==> src/hw/rtl/brs_pkg.sv <==
package brs_pkg;

	// Field widths fixed by the channel formats.
	localparam int WORD_W   = 64;
	localparam int LEN_W    = 6;
	localparam int INDEX_W  = 5;
	localparam int OP_W     = 2;
	localparam int STATUS_W = 3;

	// Depth of the command queue between the front and back parts.
	localparam int CMD_DEPTH = 2;

	typedef enum logic [OP_W-1:0] {
		OP_LOAD    = 2'd0,
		OP_START   = 2'd1,
		OP_ENTROPY = 2'd2
	} op_t;

	typedef enum logic [STATUS_W-1:0] {
		ST_ACCEPT    = 3'd0,
		ST_READY     = 3'd1,
		ST_LEN_ERR   = 3'd2,
		ST_RANGE_ERR = 3'd3,
		ST_NORM_ERR  = 3'd4,
		ST_REJECT    = 3'd5
	} status_t;

	typedef enum logic [1:0] {
		ORD_EQUAL   = 2'd0,
		ORD_LESS    = 2'd1,
		ORD_GREATER = 2'd2
	} order_t;

	// Command from the front to the back: either one single-word result or a
	// replay of the candidate store over the given number of words.
	typedef struct packed {
		logic              replay;
		status_t           status;
		logic [LEN_W-1:0]  length;
	} cmd_t;

	// Write port into the candidate store.
	typedef struct packed {
		logic              en;
		logic [LEN_W-1:0]  addr;
		logic [WORD_W-1:0] data;
	} cand_wr_t;

	// Sets every bit below the highest set bit, giving the all-ones mask that
	// covers the bit length of the word.
	function automatic logic [WORD_W-1:0] smear(input logic [WORD_W-1:0] x);
		logic [WORD_W-1:0] y;
		y = x;
		for (int s = 0; s < 6; s++) begin
			y = y | (y >> (1 << s));
		end
		return y;
	endfunction

endpackage

==> src/hw/rtl/brs_cmd_fifo.sv <==
module brs_cmd_fifo (
	input  logic           clk,
	input  logic           arst_n,
	input  logic           push_valid,
	input  brs_pkg::cmd_t  push_data,
	output logic           push_ready,
	output logic           pop_valid,
	output brs_pkg::cmd_t  pop_data,
	input  logic           pop_ready
);

	localparam int PTR_W = (brs_pkg::CMD_DEPTH > 1) ? $clog2(brs_pkg::CMD_DEPTH) : 1;
	localparam int CNT_W = $clog2(brs_pkg::CMD_DEPTH + 1);

	brs_pkg::cmd_t     entries_q [brs_pkg::CMD_DEPTH];
	logic [PTR_W-1:0]  wr_ptr_q;
	logic [PTR_W-1:0]  rd_ptr_q;
	logic [CNT_W-1:0]  count_q;
	logic              do_push;
	logic              do_pop;

	assign push_ready = (int'(count_q) < brs_pkg::CMD_DEPTH);
	assign pop_valid  = (count_q != '0);
	assign pop_data   = entries_q[rd_ptr_q];
	assign do_push    = push_valid && push_ready;
	assign do_pop     = pop_valid && pop_ready;

	// Entry storage.
	always_ff @(posedge clk) begin
		if (do_push) begin
			entries_q[wr_ptr_q] <= push_data;
		end
	end

	// Pointers and fill count.
	always_ff @(posedge clk or negedge arst_n) begin
		if (!arst_n) begin
			wr_ptr_q <= '0;
			rd_ptr_q <= '0;
			count_q  <= '0;
		end else begin
			if (do_push) begin
				wr_ptr_q <= (int'(wr_ptr_q) == brs_pkg::CMD_DEPTH - 1) ? '0 : wr_ptr_q + 1'b1;
			end
			if (do_pop) begin
				rd_ptr_q <= (int'(rd_ptr_q) == brs_pkg::CMD_DEPTH - 1) ? '0 : rd_ptr_q + 1'b1;
			end
			if (do_push && !do_pop) begin
				count_q <= count_q + 1'b1;
			end else if (do_pop && !do_push) begin
				count_q <= count_q - 1'b1;
			end
		end
	end

endmodule

==> config.mk <==
export PLATFORM = sky130hd
export DESIGN_NAME = brs_cmd_fifo
export DESIGN_NICKNAME = d
export VERILOG_FILES = /design/src/hw/rtl/brs_pkg.sv /design/src/hw/rtl/brs_cmd_fifo.sv
export SDC_FILE = /design/constraint.sdc
export NUM_CORES = 1
export LEC_CHECK = 0
export BUFFER_PORTS_ARGS = -buffer_cell sky130_fd_sc_hd__buf_2
export CORE_MARGIN = 1
export CORE_UTILIZATION = 44
export CTS_CLUSTER_SIZE = 20
export DETAILED_ROUTE_END_ITERATION = 8
export GPL_TIMING_DRIVEN = 0
export PLACE_DENSITY = 0.72
export REMOVE_ABC_BUFFERS = 1
export SYNTH_ARGS = -nofsm -noshare
export SYNTH_HDL_FRONTEND = slang
export SYNTH_SLANG_ARGS = --single-unit
==> constraint.sdc <==
create_clock -name clk -period 1.52 [get_ports clk]
set_clock_uncertainty 0.05 [all_clocks]
set_input_delay 0.076 -clock clk [delete_from_list [all_inputs] [get_ports clk]]
set_output_delay 0.076 -clock clk [all_outputs]
set_load 0.02 [all_outputs]
==> flow_summary.json <==
{
  "placed_area_mm2": 0.00108,
  "worstSetupPathType": "flip-flop to primary output",
  "syn-cell-area_um2": 928,
  "clkPwrFrac_pct": 13.2,
  "grt_pass1_wl_um": 1950,
  "drc": 0,
  "cts_inserted_buffers": 3,
  "p_int_mw": 1.38,
  "critPathMaxStageDelay_ns": 0.37,
  "status": "finished clean",
  "p_comb_share_pct": 41.0,
  "leakage_nw": 0.494,
  "drt_first_pass_iters": 3,
  "period_share_pct": 96.7,
  "ys_seq_area_share_pct": 75.5,
  "worstSkewPairLatency_ns": 0.29,
  "setup_viol": 0,
  "synth_top_area_share_pct": 64.7,
  "setup_ws_ns": 0.0499,
  "die-area_mm2": 0.00230,
  "powerDensity_mw_per_mm2": 1670,
  "port_buffers": 25,
  "path_cells": "buf_2, mux2_2, buf_2",
  "crit_buf_inv": 2,
  "cts_tree": "yes",
  "rows": 16,
  "cap_violations": 0,
  "synth_cell_types": 14,
  "synth_cells": 48,
  "startpoint_type": "flip-flop",
  "drt_iter0_markers": 1,
  "final_area_mm2": 0.00124,
  "antenna_found_initial": 0,
  "clock_path_buffers": 2,
  "rsz0062_at_grt": "false",
  "via_per_inst": 4.54,
  "clk_pin_slew_ns": 0.12,
  "cp.required_ns": 1.39,
  "start_util_pct": 46.8,
  "routabilityCongestion": 0.640,
  "antennaDiodeCount": 0,
  "num_vias": 531,
  "yosys_warnings": 0,
  "core-area_mm2": 0.00198,
  "hold_viol_final": 0,
  "final_core_util_pct": 62.8,
  "die_h_um": 47.9,
  "routed_wirelength_um": 1450,
  "grt_pass1_vias": 477,
  "ios": 26,
  "max_slew.worst_pin.slew_ns": 0.311,
  "die_x_um": 47.9,
  "min_path_type": "input pin to async pin",
  "crit_top_cell": "buf_2",
  "detail-route-antenna-nets": 0,
  "worstPathMaxFanout": 5,
  "maxSlewHeadroom_pct": 79.2,
  "nets": 106,
  "arrival_ns": 1.34,
  "ir_drop_mv": 1.07,
  "avgSynthCellArea_um2": 19.3,
  "ff2ff_path_depth": 6,
  "timing.rr.end": "count_q[1]",
  "netlist.top_cell.by_area": "edfxtp_1",
  "pwr-share-seq_pct": 45.8,
  "period_needed_ns": 1.47,
  "synthTopCellsByArea": "edfxtp_1 (65%), mux2_2 (12%), dfrtp_1 (11%), xnor2_1 (2.8%), xor2_1 (1.9%)",
  "cp-end-kind": "primary output",
  "synth-seq-cells": 24,
  "final_layout_size_suffix_gt1_share_pct": 50.0,
  "reg2reg_from": "count_q[0]",
  "clock-sinks": 24,
  "max_freq_mhz": 680,
  "htreeDepth": 1,
  "regToRegSetupSlack_ns": 0.11,
  "report.final.slew_viol_count": 0,
  "p_sw_share_pct": 33.6,
  "cts_root_buf": "clkbuf_4",
  "syn_to_final_growth_pct": 34.1,
  "grt_max_degree": 14,
  "path_delay_family": "flip-flops",
  "dp_slack_ns": -0.311,
  "switchingPower_uw": 698,
  "wl_per_cell_um": 12.4,
  "slowest_stage": "dfrtp_2",
  "grt_usage_pct": 12.6,
  "overflow": 0,
  "finalHoldWorstSlack_ns": 0.0501
}
==> worst register-to-register path, delay by kind of cell (launching register included) <==
| family | cells | cell delay [ns] |
|---|---|---|
| flip-flops | 1 | 0.43 |
| AND/OR/NAND/NOR | 3 | 0.39 |
| XOR/XNOR | 2 | 0.27 |
| adder cells (fa/ha/maj) | 1 | 0.16 |
==> per-layer routing <==
layer | part of all wire (%) | GRT usage, %
met4 | 0 | 1.67
met1 | 44 | 15.8
met3 | 3.0 | 3.40
met5 | 0 | 0
met2 | 53 | 22.4
==> logic make-up after synthesis <==
family | synth area share (%)
DFF | 75.5
buffers and inverters | 1.62
and+or+nand+nor | 4.72
adders and majority gates | 1.35
xor gates and xnor gates | 4.72
muxes | 12.1
==> worst max path at each step <==
stage,start,endpoint,slack (ns),depth (start not counted)
floorplan,count_q[1],entries_q[0][0],-0.04,2
global placement,count_q[1],entries_q[0][8],-0.31,2
detailed placement,count_q[1],entries_q[0][8],-0.31,2
CTS,rd_ptr_q,pop_data[7],0.003,2
global route,rd_ptr_q,pop_data[5],0.001,3
finish,rd_ptr_q,pop_data[5],0.05,3
==> stage by stage <==
step	total power [mW]	TNS [ns]	instances
after CTS	2.06	0	115
after global routing	2.19	0	117
after detailed placement	1.75	-3.13	99
after global placement	1.72	-3.14	99
final	2.07	0	117
after floorplan	1.53	-0.373	47
==> placed cells by master, fill, tap and decap left out, types with 2 or more instances in the layout <==
cell           netlist  routed
xor2_1               2       2
xnor2_1              3       3
dfrtp_1              4       3
dlygate4sd3_1        0      12
buf_2                0      26
clkbuf_4             0       3
mux2_2              10      10
edfxtp_1            20      20
==> registers in the layout, indices dropped and copies added (netlist names) <==
signal	count
rd_ptr_q	1
entries_q	20
wr_ptr_q	1
count_q	2
==> cell usage after synthesis (all sizes together) <==
| cell | n |
|---|---|
| xor2 | 2 |
| nor2 | 1 |
| edfxtp | 20 |
| and2 | 1 |
| and2b | 1 |
| nand2 | 1 |
| buf | 1 |
| or2 | 1 |
| mux2 | 10 |
| dfrtp | 4 |
| nor2b | 1 |
| inv | 1 |
| xnor2 | 3 |
| ha | 1 |
==> repair_timing <==
item / 4_1_cts / 5_1_grt
gates cloned: 0 / 0
hold buffers: 12 / 0
endpoints found under the hold margin: 25 / 0
buffers inserted: 0 / 2
setup endpoints to repair: 30 / 10
resized for setup: 4 / 0
==> area by class of cell <==
class / instances / area [um^2]
timing repair buffer: 39 / 258
tap: 27 / 33.8
clock buffer: 4 / 26.3
multi-input combinational: 22 / 221
inverter: 1 / 3.75
fill: 141 / 737
sequential: 24 / 702
==> power by group through the flow <==
stage	Sequential [mW]	Clock, mW	Combinational (mW)
CTS	1.01	0.280	0.768
global route	0.967	0.301	0.923
finish	0.950	0.273	0.852
floorplan	0.980	0	0.546
global placement	1.01	0	0.715
detailed placement	1.02	0	0.729
(Power assumes the default switching activity.)
