===== config.mk =====
export PLATFORM = sky130hd
export DESIGN_NAME = brs_back_flat
export DESIGN_NICKNAME = d
export VERILOG_FILES = /design/src/hw/rtl/brs_pkg.sv /design/src/hw/rtl/brs_channels.sv /design/src/hw/rtl/brs_back.sv /design/src/flat_wrapper.sv
export SDC_FILE = /design/constraint.sdc
export NUM_CORES = 2
export LEC_CHECK = 0
export BUFFER_PORTS_ARGS = -buffer_cell sky130_fd_sc_hd__buf_4
export CAP_MARGIN = 0
export CORE_ASPECT_RATIO = 1.75
export CORE_MARGIN = 5
export CORE_UTILIZATION = 25
export CTS_BUF_LIST = sky130_fd_sc_hd__clkbuf_8
export CTS_CLUSTER_DIAMETER = 150
export CTS_CLUSTER_SIZE = 30
export DETAILED_ROUTE_END_ITERATION = 16
export PLACE_DENSITY = 0.44
export SETUP_SLACK_MARGIN = 0.02
export SLEW_MARGIN = 20
export SYNTH_ARGS = -nofsm -noshare
export SYNTH_HDL_FRONTEND = slang
export SYNTH_SLANG_ARGS = --single-unit

===== constraint.sdc =====
create_clock -name clk -period 2.52 [get_ports clk]
set_input_delay 0 -clock clk [delete_from_list [all_inputs] [get_ports clk]]
set_output_delay 0 -clock clk [all_outputs]
set_load 0.005 [all_outputs]

===== src/hw/rtl/brs_pkg.sv =====
package brs_pkg;

	// Field widths fixed by the channel formats.
	localparam int WORD_W   = 64;
	localparam int LEN_W    = 6;
	localparam int INDEX_W  = 5;
	localparam int OP_W     = 2;
	localparam int STATUS_W = 3;

	// Depth of the command queue between the front and back parts.
	localparam int CMD_DEPTH = 2;

	typedef enum logic [OP_W-1:0] {
		OP_LOAD    = 2'd0,
		OP_START   = 2'd1,
		OP_ENTROPY = 2'd2
	} op_t;

	typedef enum logic [STATUS_W-1:0] {
		ST_ACCEPT    = 3'd0,
		ST_READY     = 3'd1,
		ST_LEN_ERR   = 3'd2,
		ST_RANGE_ERR = 3'd3,
		ST_NORM_ERR  = 3'd4,
		ST_REJECT    = 3'd5
	} status_t;

	typedef enum logic [1:0] {
		ORD_EQUAL   = 2'd0,
		ORD_LESS    = 2'd1,
		ORD_GREATER = 2'd2
	} order_t;

	// Command from the front to the back: either one single-word result or a
	// replay of the candidate store over the given number of words.
	typedef struct packed {
		logic              replay;
		status_t           status;
		logic [LEN_W-1:0]  length;
	} cmd_t;

	// Write port into the candidate store.
	typedef struct packed {
		logic              en;
		logic [LEN_W-1:0]  addr;
		logic [WORD_W-1:0] data;
	} cand_wr_t;

	// Sets every bit below the highest set bit, giving the all-ones mask that
	// covers the bit length of the word.
	function automatic logic [WORD_W-1:0] smear(input logic [WORD_W-1:0] x);
		logic [WORD_W-1:0] y;
		y = x;
		for (int s = 0; s < 6; s++) begin
			y = y | (y >> (1 << s));
		end
		return y;
	endfunction

endpackage


===== src/hw/rtl/brs_channels.sv =====


// Result channel carrying status and accepted words.
interface brs_result_if;
	logic                             valid;
	logic                             ready;
	logic [brs_pkg::STATUS_W-1:0]     status;
	logic [brs_pkg::INDEX_W-1:0]      out_index;
	logic [brs_pkg::WORD_W-1:0]       out_word;
	logic [brs_pkg::LEN_W-1:0]        value_length;
	logic                             last;

	modport source (output valid, output status, output out_index, output out_word,
		output value_length, output last, input ready);
	modport sink (input valid, input status, input out_index, input out_word,
		input value_length, input last, output ready);
endinterface


===== src/hw/rtl/brs_back.sv =====
module brs_back #(
	parameter int MAX_WORDS = 32
) (
	input  logic               clk,
	input  logic               arst_n,
	input  logic               cmd_valid,
	input  brs_pkg::cmd_t      cmd,
	output logic               cmd_ready,
	input  brs_pkg::cand_wr_t  cand_wr,
	brs_result_if.source       result,
	output logic               replay_done
);

	localparam int ADDR_W = (MAX_WORDS > 1) ? $clog2(MAX_WORDS) : 1;

	typedef enum logic [1:0] {
		IDLE,
		FETCH,
		EMIT
	} state_t;

	logic [brs_pkg::WORD_W-1:0] cand_mem [MAX_WORDS];
	logic [brs_pkg::WORD_W-1:0] cand_rdata_q;

	state_t                      state_q;
	logic [brs_pkg::LEN_W-1:0]   k_q;
	logic [brs_pkg::LEN_W-1:0]   len_q;
	logic                        out_valid_q;
	brs_pkg::status_t            status_q;
	logic [brs_pkg::INDEX_W-1:0] index_q;
	logic [brs_pkg::WORD_W-1:0]  word_q;
	logic [brs_pkg::LEN_W-1:0]   vlen_q;
	logic                        last_q;
	logic                        done_q;
	logic                        out_free;
	logic                        k_last;
	logic                        take_cmd;
	logic                        load_out;

	// Candidate store: written by the front, read at the replay position.
	always_ff @(posedge clk) begin
		if (cand_wr.en) begin
			cand_mem[cand_wr.addr[ADDR_W-1:0]] <= cand_wr.data;
		end
		cand_rdata_q <= cand_mem[k_q[ADDR_W-1:0]];
	end

	assign out_free  = !out_valid_q || result.ready;
	assign cmd_ready = (state_q == IDLE) && out_free;
	assign k_last    = ((k_q + 6'd1) == len_q);
	assign take_cmd  = cmd_valid && cmd_ready;
	assign load_out  = (take_cmd && !cmd.replay) || ((state_q == EMIT) && out_free);

	assign result.valid        = out_valid_q;
	assign result.status       = status_q;
	assign result.out_index    = index_q;
	assign result.out_word     = word_q;
	assign result.value_length = vlen_q;
	assign result.last         = last_q;
	assign replay_done         = done_q;

	// Sequencer and output register.
	always_ff @(posedge clk or negedge arst_n) begin
		if (!arst_n) begin
			state_q     <= IDLE;
			k_q         <= '0;
			len_q       <= '0;
			out_valid_q <= 1'b0;
			status_q    <= brs_pkg::ST_ACCEPT;
			index_q     <= '0;
			word_q      <= '0;
			vlen_q      <= '0;
			last_q      <= 1'b0;
			done_q      <= 1'b0;
		end else begin
			// The output slot fills on a new result and empties once it is taken.
			if (load_out) begin
				out_valid_q <= 1'b1;
			end else if (result.ready) begin
				out_valid_q <= 1'b0;
			end
			done_q <= (state_q == EMIT) && out_free && k_last;
			case (state_q)
				IDLE: begin
					if (take_cmd) begin
						if (cmd.replay) begin
							len_q   <= cmd.length;
							k_q     <= '0;
							state_q <= FETCH;
						end else begin
							status_q    <= cmd.status;
							index_q     <= '0;
							word_q      <= '0;
							vlen_q      <= '0;
							last_q      <= 1'b1;
						end
					end
				end
				FETCH: begin
					state_q <= EMIT;
				end
				EMIT: begin
					if (out_free) begin
						status_q    <= brs_pkg::ST_ACCEPT;
						index_q     <= k_q[brs_pkg::INDEX_W-1:0];
						word_q      <= cand_rdata_q;
						vlen_q      <= len_q;
						last_q      <= k_last;
						if (k_last) begin
							state_q <= IDLE;
						end else begin
							k_q     <= k_q + 6'd1;
							state_q <= FETCH;
						end
					end
				end
				default: begin
					state_q <= IDLE;
				end
			endcase
		end
	end

endmodule

===== src/flat_wrapper.sv =====
// flat-port wrapper written by rule: the top's interface ports become plain ports
module brs_back_flat 
#(
	parameter int MAX_WORDS = 32
)
  (clk, arst_n, cmd_valid, cmd, cmd_ready, cand_wr, replay_done, result_valid, result_status, result_out_index, result_out_word, result_value_length, result_last, result_ready);
  brs_result_if result_i ();
  input  logic clk;
  input  logic arst_n;
  input  logic cmd_valid;
  input  brs_pkg::cmd_t cmd;
  output logic cmd_ready;
  input  brs_pkg::cand_wr_t cand_wr;
  output logic replay_done;
  output wire logic [$bits(result_i.valid)-1:0] result_valid;
  output wire logic [$bits(result_i.status)-1:0] result_status;
  output wire logic [$bits(result_i.out_index)-1:0] result_out_index;
  output wire logic [$bits(result_i.out_word)-1:0] result_out_word;
  output wire logic [$bits(result_i.value_length)-1:0] result_value_length;
  output wire logic [$bits(result_i.last)-1:0] result_last;
  input wire logic [$bits(result_i.ready)-1:0] result_ready;
  assign result_valid = result_i.valid;
  assign result_status = result_i.status;
  assign result_out_index = result_i.out_index;
  assign result_out_word = result_i.out_word;
  assign result_value_length = result_i.value_length;
  assign result_last = result_i.last;
  assign result_i.ready = result_ready;
  brs_back #(.MAX_WORDS(MAX_WORDS)) u_core (.clk(clk), .arst_n(arst_n), .cmd_valid(cmd_valid), .cmd(cmd), .cmd_ready(cmd_ready), .cand_wr(cand_wr), .result(result_i), .replay_done(replay_done));
endmodule

==> results.tsv <==
metric	value	unit
status	completed	
crit_type	flip-flop to flip-flop	
grt_pass1_vias	40600	
hold_viol_final	0	
post-route-period-util	98.0	%
whs	0.0833	ns
synth_cells	3437	
switchingPower	22.0	mW
syn_avg_cell_area	24.1	um2
maxCapViolations	0	
maxSlewViolCount	0	
yosys_warnings	0	
routed_wl	241000	um
arrival	3.28	ns
power.density	824	mW/mm2
ys_types	39	
switching_share	27.7	%
coreArea	0.330	mm2
syn-num-nets	3523	
leakagePower	29.2	nW
synth_edf_count	2048	
place_area	0.0926	mm2
synth_seq_area_share	78.7	%
antenna_found_initial	38	
pwr-share-comb	28.7	%
cp_top_family	multiplexers	
die_width	445	um
fp-row-count	279	
stdcell_area	0.0965	mm2
cts-buffers-inserted	83	
rsz0062_at_grt	true	
hp-class	input pin to flip-flop	
ant_nets	0	
dr.first_iter.drc_count	3318	
required	3.33	ns
nets	4045	
vias	37800	
pwr-share-clk	17.7	%
dpl.hpwl	132000	um
synth_seq_cells	2207	
firstDrtPassIters	5	
die_y	771	um
cts_sinks	2207	
relSlewSlack	27.1	%
netlist.top_cell.by_area	edfxtp_1	
cts.root.buffer_cell	clkbuf_8	
grt_max_degree	52	
place_ws	-0.134	ns
netlist_area	0.0828	mm2
worst-r2r-setup-slack	0.05	ns
drc	0	
fill_cells	32000	
synth_flop_cell	edfxtp_1	
initial_core_util	25.1	%
internal_power	57.5	mW
crit_path_end_kind	flip-flop	
tightest_slew	1.09	ns
path_clk_slew	0.19	ns
cts_tree	done	
cp_num_buf_inv	3	
die-area	0.343	mm2
layout-drive-gt1-share	32.4	%
synth_commonest_cells	2048 x edfxtp_1, 640 x mux4_2, 158 x nand2_1	
crit_path_max_incr_delay	0.51	ns
grtUsageTotal	13.8	%
period_minus_slack	2.47	ns
port_buffers	165	
synth.area.top_cells	edfxtp_1 74%, mux4_2 17%, dfrtp_1 2.9%, dfxtp_1 1.5%, mux2_2 0.95%	
fmaxAchievable	405	MHz
ioPinCount	167	
finalSetupViolCount	0	
gp_congestion	0.691	
insertion_delay	0.95	ns
cp_max_fo	12	
path_common_cell	buf_12	
cp_slowest_cell	mux4_2	
area_growth_syn_to_layout	16.5	%
gr-total-overflow	0	
ir_drop	0.383	mV
async_reset_ff_share	4.30	%
synthMostInstantiatedCell	edfxtp_1	
wire_per_inst	28.7	um
cts_buffer_depth	3	
setup_ws	0.0515	ns
power.share.sequential	53.7	%
htree_levels	3	
grt_pass1_wl	332000	um
cp-start-kind	flip-flop	
yosysTopAreaCellShare	74.3	%
fin_skew	0.0749	ns
critical_path.cell_chain	buf_12, buf_12, buf_12, mux4_2, mux4_2, mux2_2	
vias_per_cell	4.51	
cells in the final DEF (no fill, tap or decap), types with 3 or more instances in the layout:
| master | n |
|---|---|
| clkbuf_8 | 83 |
| mux2_2 | 66 |
| buf_12 | 145 |
| buf_16 | 13 |
| mux4_2 | 640 |
| diode_2 | 12 |
| dlygate4sd3_1 | 162 |
| dfxtp_1 | 64 |
| nand2_1 | 157 |
| edfxtp_1 | 2048 |
| or3_1 | 4 |
| nand2b_1 | 4 |
| xor2_1 | 3 |
| mux2_4 | 4 |
| nand3_1 | 8 |
| dfrtp_1 | 90 |
| nor3_1 | 3 |
| xnor2_1 | 5 |
| nor2_1 | 4 |
| o21ai_0 | 72 |
| inv_1 | 68 |
| o211ai_1 | 3 |
| o21ai_1 | 7 |
| dfrtp_4 | 5 |
| clkbuf_16 | 3 |
| buf_6 | 12 |
| buf_4 | 277 |
| buf_2 | 3 |
| clkinv_8 | 3 |
| nor2_4 | 33 |
| nand3b_1 | 5 |
metal layers:
layer  up-vias  GRT usage, %  part of all wire [%]  wire, um
li1      15500             -                     -         -
met1     21300          17.8                    42    101000
met2       775          25.1                    53    127000
met3       186          1.55                   3.8      9100
met4        16          2.47                   1.7      4000
met5         -             0                 0.039        95
power by group through the flow:
stage	Sequential, mW	Combinational (mW)	Clock (mW)
floorplan	42.9	13.4	0
global placement	43.6	24.0	0
detailed placement	43.6	24.1	0
CTS	42.7	23.0	14.8
global route	42.8	24.5	15.9
finish	42.7	22.8	14.0
kinds of logic after synthesis:
group                    share of synthesized area [%]
flip-flops                                        78.7
multiplexers                                      18.4
AND/OR/NAND/NOR                                   1.17
buffers and inverters                             1.05
AO/OA/AOI/OAI                                    0.594
XOR/XNOR                                        0.0846
adder cells (fa/ha/maj)                         0.0151
area by class of cell:
cell class | count | area, um2 | area share, %
antenna | 12 | 30.0 | 0.0311
clock buffer | 83 | 1140 | 1.18
multi-input combinational | 1044 | 17100 | 17.7
clock inverter | 72 | 345 | 0.358
timing repair buffer | 618 | 7230 | 7.49
inverter | 5 | 18.8 | 0.0195
sequential | 2207 | 65200 | 67.6
tap | 4355 | 5450 | 5.65
worst paths after layout:
check	from	endpoint	cells past startpoint
min in group asynchronous	arst_n	u_core.result.value_length[3]	4
setup / recovery	u_core.k_q[0]	u_core.cand_rdata_q[44]	6
setup reg to reg	u_core.k_q[0]	u_core.cand_rdata_q[44]	6
hold reg to reg	u_core.cand_rdata_q[62]	u_core.result.out_word[62]	2
hold / removal	cand_wr[1]	u_core.cand_mem[14][1]	2
max in group asynchronous	arst_n	u_core.result.out_word[26]	5
worst reg2reg max path: cells and delay by family (launching register included):
kind | cells | cell delay, ns
DFF | 1 | 0.50
buffers and inverters | 3 | 0.59
muxes | 3 | 1.29
state kept, by name, indices dropped and copies added, names as in the netlist:
register                    count
u_core.cand_mem              2048
u_core.result.valid             1
u_core.result.status            3
u_core.result.last              1
u_core.cand_rdata_q            64
u_core.len_q                    6
u_core.replay_done              1
u_core.k_q                      6
u_core.result.value_length      6
u_core.result.out_word         64
u_core.state_q                  2
u_core.result.out_index         5
repair_timing:
action / 4_1_cts / 5_1_grt
hold endpoints to repair: 2625 / 0
cloned: 3 / 4
pin swaps: 0 / 2
resized for setup: 23 / 27
setup endpoints to repair: 11 / 34
setup buffers: 15 / 21
hold buffers: 166 / 0
through the flow:
step | power (mW) | TNS, ns | utilization, % | cells
after global placement | 67.6 | -0.205 | 28.1 | 8020
after detailed placement | 67.7 | -0.210 | 28.1 | 8020
final | 79.4 | 0 | 29.2 | 8396
after global routing | 83.3 | -0.106 | 29.2 | 8391
after floorplan | 56.3 | -1125.97 | - | 3437
after CTS | 80.5 | -0.0213 | 29.1 | 8359
Power figures use the tool's default switching activity.
