===== src/hw/rtl/brs_pkg.sv =====
package brs_pkg;

	// Field widths fixed by the channel formats.
	localparam int WORD_W   = 64;
	localparam int LEN_W    = 6;
	localparam int INDEX_W  = 5;
	localparam int OP_W     = 2;
	localparam int STATUS_W = 3;

	// Depth of the command queue between the front and back parts.
	localparam int CMD_DEPTH = 2;

	typedef enum logic [OP_W-1:0] {
		OP_LOAD    = 2'd0,
		OP_START   = 2'd1,
		OP_ENTROPY = 2'd2
	} op_t;

	typedef enum logic [STATUS_W-1:0] {
		ST_ACCEPT    = 3'd0,
		ST_READY     = 3'd1,
		ST_LEN_ERR   = 3'd2,
		ST_RANGE_ERR = 3'd3,
		ST_NORM_ERR  = 3'd4,
		ST_REJECT    = 3'd5
	} status_t;

	typedef enum logic [1:0] {
		ORD_EQUAL   = 2'd0,
		ORD_LESS    = 2'd1,
		ORD_GREATER = 2'd2
	} order_t;

	// Command from the front to the back: either one single-word result or a
	// replay of the candidate store over the given number of words.
	typedef struct packed {
		logic              replay;
		status_t           status;
		logic [LEN_W-1:0]  length;
	} cmd_t;

	// Write port into the candidate store.
	typedef struct packed {
		logic              en;
		logic [LEN_W-1:0]  addr;
		logic [WORD_W-1:0] data;
	} cand_wr_t;

	// Sets every bit below the highest set bit, giving the all-ones mask that
	// covers the bit length of the word.
	function automatic logic [WORD_W-1:0] smear(input logic [WORD_W-1:0] x);
		logic [WORD_W-1:0] y;
		y = x;
		for (int s = 0; s < 6; s++) begin
			y = y | (y >> (1 << s));
		end
		return y;
	endfunction

endpackage


===== src/hw/rtl/brs_channels.sv =====
// Request channel carrying load, start and entropy items.
interface brs_item_if;
	logic                             valid;
	logic                             ready;
	logic [brs_pkg::OP_W-1:0]         opcode;
	logic [brs_pkg::INDEX_W-1:0]      word_index;
	logic [brs_pkg::WORD_W-1:0]       word_value;

	modport source (output valid, output opcode, output word_index, output word_value,
		input ready);
	modport sink (input valid, input opcode, input word_index, input word_value,
		output ready);
endinterface



===== src/hw/rtl/brs_front.sv =====
module brs_front #(
	parameter int MAX_WORDS = 32
) (
	input  logic                        clk,
	input  logic                        arst_n,
	brs_item_if.sink                    item,
	input  logic [brs_pkg::LEN_W-1:0]   bound_length,
	output logic                        cmd_valid,
	output brs_pkg::cmd_t               cmd,
	input  logic                        cmd_ready,
	output brs_pkg::cand_wr_t           cand_wr,
	input  logic                        replay_done
);

	localparam int ADDR_W = (MAX_WORDS > 1) ? $clog2(MAX_WORDS) : 1;

	logic [brs_pkg::WORD_W-1:0] bound_mem [MAX_WORDS];

	logic                        accept;
	logic [ADDR_W-1:0]           rd_addr;
	logic [brs_pkg::LEN_W-1:0]   rd_full;

	logic                        valid_s1;
	logic [brs_pkg::OP_W-1:0]    opcode_s1;
	logic [brs_pkg::WORD_W-1:0]  value_s1;
	logic [brs_pkg::WORD_W-1:0]  bound_word_s1;

	logic                        armed_q, armed_d;
	logic [brs_pkg::WORD_W-1:0]  mask_q, mask_d;
	logic [brs_pkg::LEN_W-1:0]   words_q, words_d;
	brs_pkg::order_t             order_q, order_d;
	logic [brs_pkg::LEN_W-1:0]   hnz_q, hnz_d;
	logic                        pend_q, pend_set;

	logic [brs_pkg::LEN_W-1:0]   words_inc;
	logic                        is_top;
	logic [brs_pkg::WORD_W-1:0]  word_m;
	brs_pkg::order_t             order_n;
	logic [brs_pkg::LEN_W-1:0]   hnz_n;

	// One request in flight at a time; hold off while a replay is outstanding.
	assign item.ready = !valid_s1 && !pend_q && cmd_ready;
	assign accept     = item.valid && item.ready;

	// A start reads the top bound word, anything else the next word to compare.
	assign rd_full = (item.opcode == brs_pkg::OP_START) ? (bound_length - 6'd1) : words_q;
	assign rd_addr = rd_full[ADDR_W-1:0];

	// Bound store: written by loads, read with a registered port.
	always_ff @(posedge clk) begin
		if (accept && item.opcode == brs_pkg::OP_LOAD && int'(item.word_index) < MAX_WORDS) begin
			bound_mem[ADDR_W'(item.word_index)] <= item.word_value;
		end
		bound_word_s1 <= bound_mem[rd_addr];
	end

	// Stage one holds the accepted request while the bound word is fetched.
	always_ff @(posedge clk or negedge arst_n) begin
		if (!arst_n) begin
			valid_s1 <= 1'b0;
		end else begin
			valid_s1 <= accept;
		end
	end

	always_ff @(posedge clk) begin
		if (accept) begin
			opcode_s1 <= item.opcode;
			value_s1  <= item.word_value;
		end
	end

	// Running comparison of the incoming word against the bound word.
	assign words_inc = words_q + 6'd1;
	assign is_top    = (words_inc == bound_length);
	assign word_m    = is_top ? (value_s1 & mask_q) : value_s1;
	assign hnz_n     = (word_m != '0) ? words_inc : hnz_q;

	always_comb begin
		if (word_m < bound_word_s1) begin
			order_n = brs_pkg::ORD_LESS;
		end else if (word_m > bound_word_s1) begin
			order_n = brs_pkg::ORD_GREATER;
		end else begin
			order_n = order_q;
		end
	end

	// Classify the request in stage one and update the draw state.
	always_comb begin
		armed_d   = armed_q;
		mask_d    = mask_q;
		words_d   = words_q;
		order_d   = order_q;
		hnz_d     = hnz_q;
		pend_set  = 1'b0;
		cmd_valid = 1'b0;
		cmd       = '{replay: 1'b0, status: brs_pkg::ST_ACCEPT, length: '0};
		cand_wr   = '{en: 1'b0, addr: words_q, data: word_m};

		if (valid_s1) begin
			case (opcode_s1)
				brs_pkg::OP_LOAD: begin
					armed_d = 1'b0;
					words_d = '0;
					order_d = brs_pkg::ORD_EQUAL;
					hnz_d   = '0;
				end
				brs_pkg::OP_START: begin
					armed_d   = 1'b0;
					words_d   = '0;
					order_d   = brs_pkg::ORD_EQUAL;
					hnz_d     = '0;
					cmd_valid = 1'b1;
					if (int'(bound_length) > MAX_WORDS) begin
						cmd.status = brs_pkg::ST_LEN_ERR;
					end else if (bound_length == '0) begin
						cmd.status = brs_pkg::ST_RANGE_ERR;
					end else if (bound_word_s1 == '0) begin
						cmd.status = brs_pkg::ST_NORM_ERR;
					end else begin
						cmd.status = brs_pkg::ST_READY;
						armed_d    = 1'b1;
						mask_d     = brs_pkg::smear(bound_word_s1);
					end
				end
				brs_pkg::OP_ENTROPY: begin
					if (armed_q) begin
						// A draw that has run past the bound or the store is dropped.
						if (words_q >= bound_length || int'(words_q) >= MAX_WORDS) begin
							armed_d = 1'b0;
							words_d = '0;
							order_d = brs_pkg::ORD_EQUAL;
							hnz_d   = '0;
						end else begin
							cand_wr.en = 1'b1;
							if (is_top) begin
								words_d   = '0;
								order_d   = brs_pkg::ORD_EQUAL;
								hnz_d     = '0;
								cmd_valid = 1'b1;
								if (order_n != brs_pkg::ORD_LESS) begin
									cmd.status = brs_pkg::ST_REJECT;
								end else begin
									armed_d = 1'b0;
									if (hnz_n != '0) begin
										cmd.replay = 1'b1;
										cmd.length = hnz_n;
										pend_set   = 1'b1;
									end
								end
							end else begin
								words_d = words_inc;
								order_d = order_n;
								hnz_d   = hnz_n;
							end
						end
					end
				end
				default: begin
				end
			endcase
		end
	end

	// Draw state registers.
	always_ff @(posedge clk or negedge arst_n) begin
		if (!arst_n) begin
			armed_q <= 1'b0;
			mask_q  <= '0;
			words_q <= '0;
			order_q <= brs_pkg::ORD_EQUAL;
			hnz_q   <= '0;
			pend_q  <= 1'b0;
		end else begin
			armed_q <= armed_d;
			mask_q  <= mask_d;
			words_q <= words_d;
			order_q <= order_d;
			hnz_q   <= hnz_d;
			if (pend_set) begin
				pend_q <= 1'b1;
			end else if (replay_done) begin
				pend_q <= 1'b0;
			end
		end
	end

endmodule


===== src/flat_wrapper.sv =====
// flat-port wrapper written by rule: the top's interface ports become plain ports
module brs_front_flat 
#(
	parameter int MAX_WORDS = 32
)
  (clk, arst_n, bound_length, cmd_valid, cmd, cmd_ready, cand_wr, replay_done, item_valid, item_opcode, item_word_index, item_word_value, item_ready);
  brs_item_if item_i ();
  input  logic clk;
  input  logic arst_n;
  input  logic [brs_pkg::LEN_W-1:0] bound_length;
  output logic cmd_valid;
  output brs_pkg::cmd_t cmd;
  input  logic cmd_ready;
  output brs_pkg::cand_wr_t cand_wr;
  input  logic replay_done;
  input wire logic [$bits(item_i.valid)-1:0] item_valid;
  input wire logic [$bits(item_i.opcode)-1:0] item_opcode;
  input wire logic [$bits(item_i.word_index)-1:0] item_word_index;
  input wire logic [$bits(item_i.word_value)-1:0] item_word_value;
  output wire logic [$bits(item_i.ready)-1:0] item_ready;
  assign item_i.valid = item_valid;
  assign item_i.opcode = item_opcode;
  assign item_i.word_index = item_word_index;
  assign item_i.word_value = item_word_value;
  assign item_ready = item_i.ready;
  brs_front #(.MAX_WORDS(MAX_WORDS)) u_core (.clk(clk), .arst_n(arst_n), .item(item_i), .bound_length(bound_length), .cmd_valid(cmd_valid), .cmd(cmd), .cmd_ready(cmd_ready), .cand_wr(cand_wr), .replay_done(replay_done));
endmodule

===== config.mk =====
export PLATFORM = sky130hd
export DESIGN_NAME = brs_front_flat
export DESIGN_NICKNAME = d
export VERILOG_FILES = /design/src/hw/rtl/brs_pkg.sv /design/src/hw/rtl/brs_channels.sv /design/src/hw/rtl/brs_front.sv /design/src/flat_wrapper.sv
export SDC_FILE = /design/constraint.sdc
export NUM_CORES = 2
export LEC_CHECK = 0
export ABC_CLOCK_PERIOD_IN_PS = 4900
export BUFFER_PORTS_ARGS = -buffer_cell sky130_fd_sc_hd__buf_2
export CAP_MARGIN = 20
export CORE_ASPECT_RATIO = 0.75
export CORE_UTILIZATION = 55
export CTS_CLUSTER_SIZE = 28
export DETAILED_ROUTE_END_ITERATION = 8
export PLACE_DENSITY = 0.79
export SLEW_MARGIN = 20
export SYNTH_ARGS = -nofsm -noshare
export SYNTH_HDL_FRONTEND = slang
export SYNTH_SLANG_ARGS = --single-unit

===== constraint.sdc =====
create_clock -name clk -period 4.9 [get_ports clk]
set_input_delay 0.735 -clock clk [delete_from_list [all_inputs] [get_ports clk]]
set_output_delay 0.735 -clock clk [all_outputs]
set_load 0.02 [all_outputs]

==> results.py <==
metrics = {
    "layout": {
        "instances_no_fill": 7100,
        "mostFrequentLayoutCells": "edfxtp_1, mux4_2, buf_4, clkbuf_16, nor2_1",
        "design_area_um2": 101600,
        "area_delta_synth_final_pct": 15.10,
        "final_common_cell": "edfxtp_1",
        "nNetsFinal": 4973,
        "drive_above_1_share_pct": 31.45,
    },
    "cts": {
        "cts_buffers": 196,
        "max-clock-path-buffers": 3,
        "clock-root-buffer": "clkbuf_16",
        "clk-insertion-delay-late_ns": 0.85,
        "cts_tree": "done",
        "htreeDepth": 4,
        "cts.clk_slew.worst_paths_ns": 0.06,
        "clock-sinks": 2259,
    },
    "logic_synthesis": {
        "synth-seq-area-share_pct": 75.68,
        "ys_types": 70,
        "yosys-top-cells-area": "edfxtp_1, mux4_2, dfrtp_1",
        "synth.top_cell.area_share_pct": 71.93,
        "avgSynthCellArea_um2": 20.42,
        "synth-seq-cells": 2259,
        "async_flop_share_pct": 3.586,
        "yosysTopAreaCell": "edfxtp_1",
        "synth_area_um2": 88250,
        "syn_inst": 4321,
        "synth_ff_type": "edfxtp_1",
        "ys_warn_count": 0,
        "syn-num-nets": 4480,
        "synth_edf_count": 2114,
    },
    "run_status": {
        "violations": "DRC, setup timing",
        "status": "complete, but fails checks",
    },
    "timing": {
        "finalSetupViolations": 9,
        "fmax_ghz": 0.1653,
        "fin_crit_ns": 6.049,
        "drv_slew": 0,
        "hold_viol_final": 0,
        "worstMarginPinSlew_ns": 0.9836,
        "skew_ns": 0.04406,
        "rsz0062_at_grt": "yes",
        "fin_crit_sh_pct": 123.5,
        "slew_headroom_pct": 33.74,
        "finalWorstSetupSlack_ns": -1.149,
    },
    "die": {
        "fp-row-count": 126,
        "ios": 165,
        "dieArea_um2": 162100,
        "start_util_pct": 55.75,
        "core_um2": 158300,
        "die_x_um": 464.5,
        "dieHeight_um": 348.9,
    },
    "worst_setup_path": {
        "cp_slowest_cell": "dfrtp_2",
        "crit_chain": "inv_4, ha_4, xnor2_2, o311a_1, o2111ai_4, buf_12, buf_16, o31a_1, ha_1, and4_4, buf_4, a221o_1, a221oi_2, o211ai_1, a21oi_1, o21ai_2, a211o_4, nor2_4, buf_6",
        "worstPathRequired_ns": 4.16,
        "endpoint_kind": "output port",
        "path_delay_family": "compound AO/OA/AOI/OAI gates",
        "criticalPathCategory": "reg2out",
        "critPathBufInv": 5,
        "worst-path-max-fanout": 5,
        "slowest_delay_ns": 0.44,
        "start_kind": "flip-flop",
        "cp_data_arrival_time_ns": 5.31,
    },
    "detailed_routing": {
        "drt_iter0_drc": 6363,
        "routed_wirelength_um": 233000,
        "drc": 14,
        "drt-wirelength-per-cell_um": 32.82,
        "postRouteAntennaNets": 0,
        "viasPerCell": 6.567,
        "dr.pass1.iters": 9,
        "vias": 46627,
    },
    "grt": {
        "grt_pass1_wl_um": 332400,
        "grt_usage_pct": 28.95,
        "antenna_found_initial": 11,
        "grt_start_max_net_pins": 91,
        "grt_pass1_vias": 46972,
        "grt.overflow.total": 0,
    },
    "place": {
        "placed_cell_area_um2": 94710,
        "hpwlAfterDp_um": 134500,
        "gp_congestion": 0.9763,
        "pre_cts_slack_ns": -0.7550,
        "io_buffers": 164,
        "dp.cells": 6709,
    },
    "power_and_ir_drop": {
        "p_leak_nw": 34.16,
        "ir_drop_mv": 0.3849,
        "power.density_nw_per_um2": 413.7,
    },
    "flow_run": {
        "cap_violations": 0,
    },
    "hold_path": {
        "hold_class": "in2reg",
    },
}
area by class of cell:
cell class,count,area [um2]
sequential,2259,66790
fill,10099,56710
multi-input combinational,1722,20870
clock buffer,268,5470
timing repair buffer,513,4433
tap,2112,2643
clock inverter,98,893.4
inverter,122,461.7
antenna,6,15.01
cells in the mapped netlist (all sizes together), types with 2 or more instances:
| library cell | number |
|---|---|
| mux4 | 512 |
| o2111ai | 2 |
| o211ai | 66 |
| a32o | 2 |
| mux2i | 133 |
| edfxtp | 2114 |
| nor2b | 5 |
| and2 | 3 |
| xnor2 | 10 |
| dfxtp | 64 |
| nor3 | 17 |
| a21oi | 109 |
| o21a | 7 |
| nand4 | 29 |
| o31ai | 38 |
| nand2b | 5 |
| mux2 | 128 |
| inv | 122 |
| and3 | 3 |
| o22ai | 2 |
| a21o | 23 |
| dfrtp | 81 |
| or2 | 7 |
| nor4 | 20 |
| nand4b | 2 |
| nand2 | 108 |
| a31oi | 25 |
| nor2 | 209 |
| or4 | 8 |
| nand3 | 16 |
| o21ai | 90 |
| ha | 77 |
| a211o | 4 |
| clkbuf | 101 |
| a211oi | 5 |
| and4 | 3 |
| o31a | 28 |
| a41oi | 6 |
| o2bb2ai | 3 |
| buf | 117 |
| nor4b | 2 |
stage by stage:
step | hold slack (ns) | total power [mW] | util (%) | setup TNS [ns]
after floorplan | 0.4394 | 25.08 | - | -101.50
after global placement | 0.4789 | 26.73 | 59.84 | -5.923
after detailed placement | 0.4725 | 26.83 | 59.84 | -6.288
after CTS | 0.01678 | 42.12 | 64.16 | -12.31
after global routing | 0.04674 | 43.20 | 64.17 | -10.86
final | 0.06791 | 42.02 | 64.17 | -9.937
where the power goes:
| group | total, mW | switching (mW) | internal (mW) | leakage (nW) |
|---|---|---|---|---|
| clock network | 15.4 | 7.03 | 8.40 | 3.12 |
| logic | 4.88 | 2.65 | 2.23 | 10.6 |
| registers | 21.7 | 0.289 | 21.4 | 20.5 |
| total | 42.0 | 9.97 | 32.0 | 34.2 |
cell families (layout without fill, tap and decap cells):
kind of cell	Yosys count	count (layout)	share of synthesized area [%]
fa+ha+maj	78	78	1.103
compound gates	418	418	3.065
other cells	0	6	0
xor+xnor	12	12	0.1446
buf+inv	340	1001	1.504
flops	2259	2259	75.68
simple gates	441	441	2.291
mux	773	773	16.21
what timing repair did:
| item | 4_1_cts | 5_1_grt |
|---|---|---|
| pin swaps | 28 | 15 |
| endpoints found under the setup margin | 10 | 11 |
| gates resized for setup | 58 | 19 |
| setup buffers | 27 | 2 |
| hold endpoints to repair | 42 | 0 |
| hold buffers | 1 | 0 |
| cloned | 1 | 0 |
flip-flops by register name (all words and copies together), names as in the netlist:
signal,flops
u_core.mask_q,64
u_core.armed_q,1
u_core.value_s1,64
u_core.valid_s1,1
u_core.opcode_s1,2
u_core.hnz_q,6
u_core.words_q,6
u_core.order_q,2
u_core.bound_mem,2048
u_core.pend_q,1
u_core.bound_word_s1,64
final timing paths:
path                                          start                end  slack, ns  cells past startpoint
min                                     replay_done      u_core.pend_q       0.07                      2
min reg2reg                u_core.bound_word_s1[46]  u_core.mask_q[46]       0.49                      2
max in group asynchronous                    arst_n  u_core.words_q[1]       3.25                      3
max                               u_core.words_q[0]             cmd[2]      -1.15                     19
min in group asynchronous                    arst_n      u_core.pend_q       0.45                      2
max reg2reg                       u_core.words_q[0]  u_core.order_q[0]       0.17                     31
per-layer routing:
metal,routed length (um),vias to the layer above,global-route usage [%]
met2,110800,2996,45.46
met4,13620,6,15.79
met3,22930,539,5.499
li1,-,18718,-
met5,33,-,0
met1,85620,24368,38.73
Note: power is estimated with default switching activity, not from simulation.
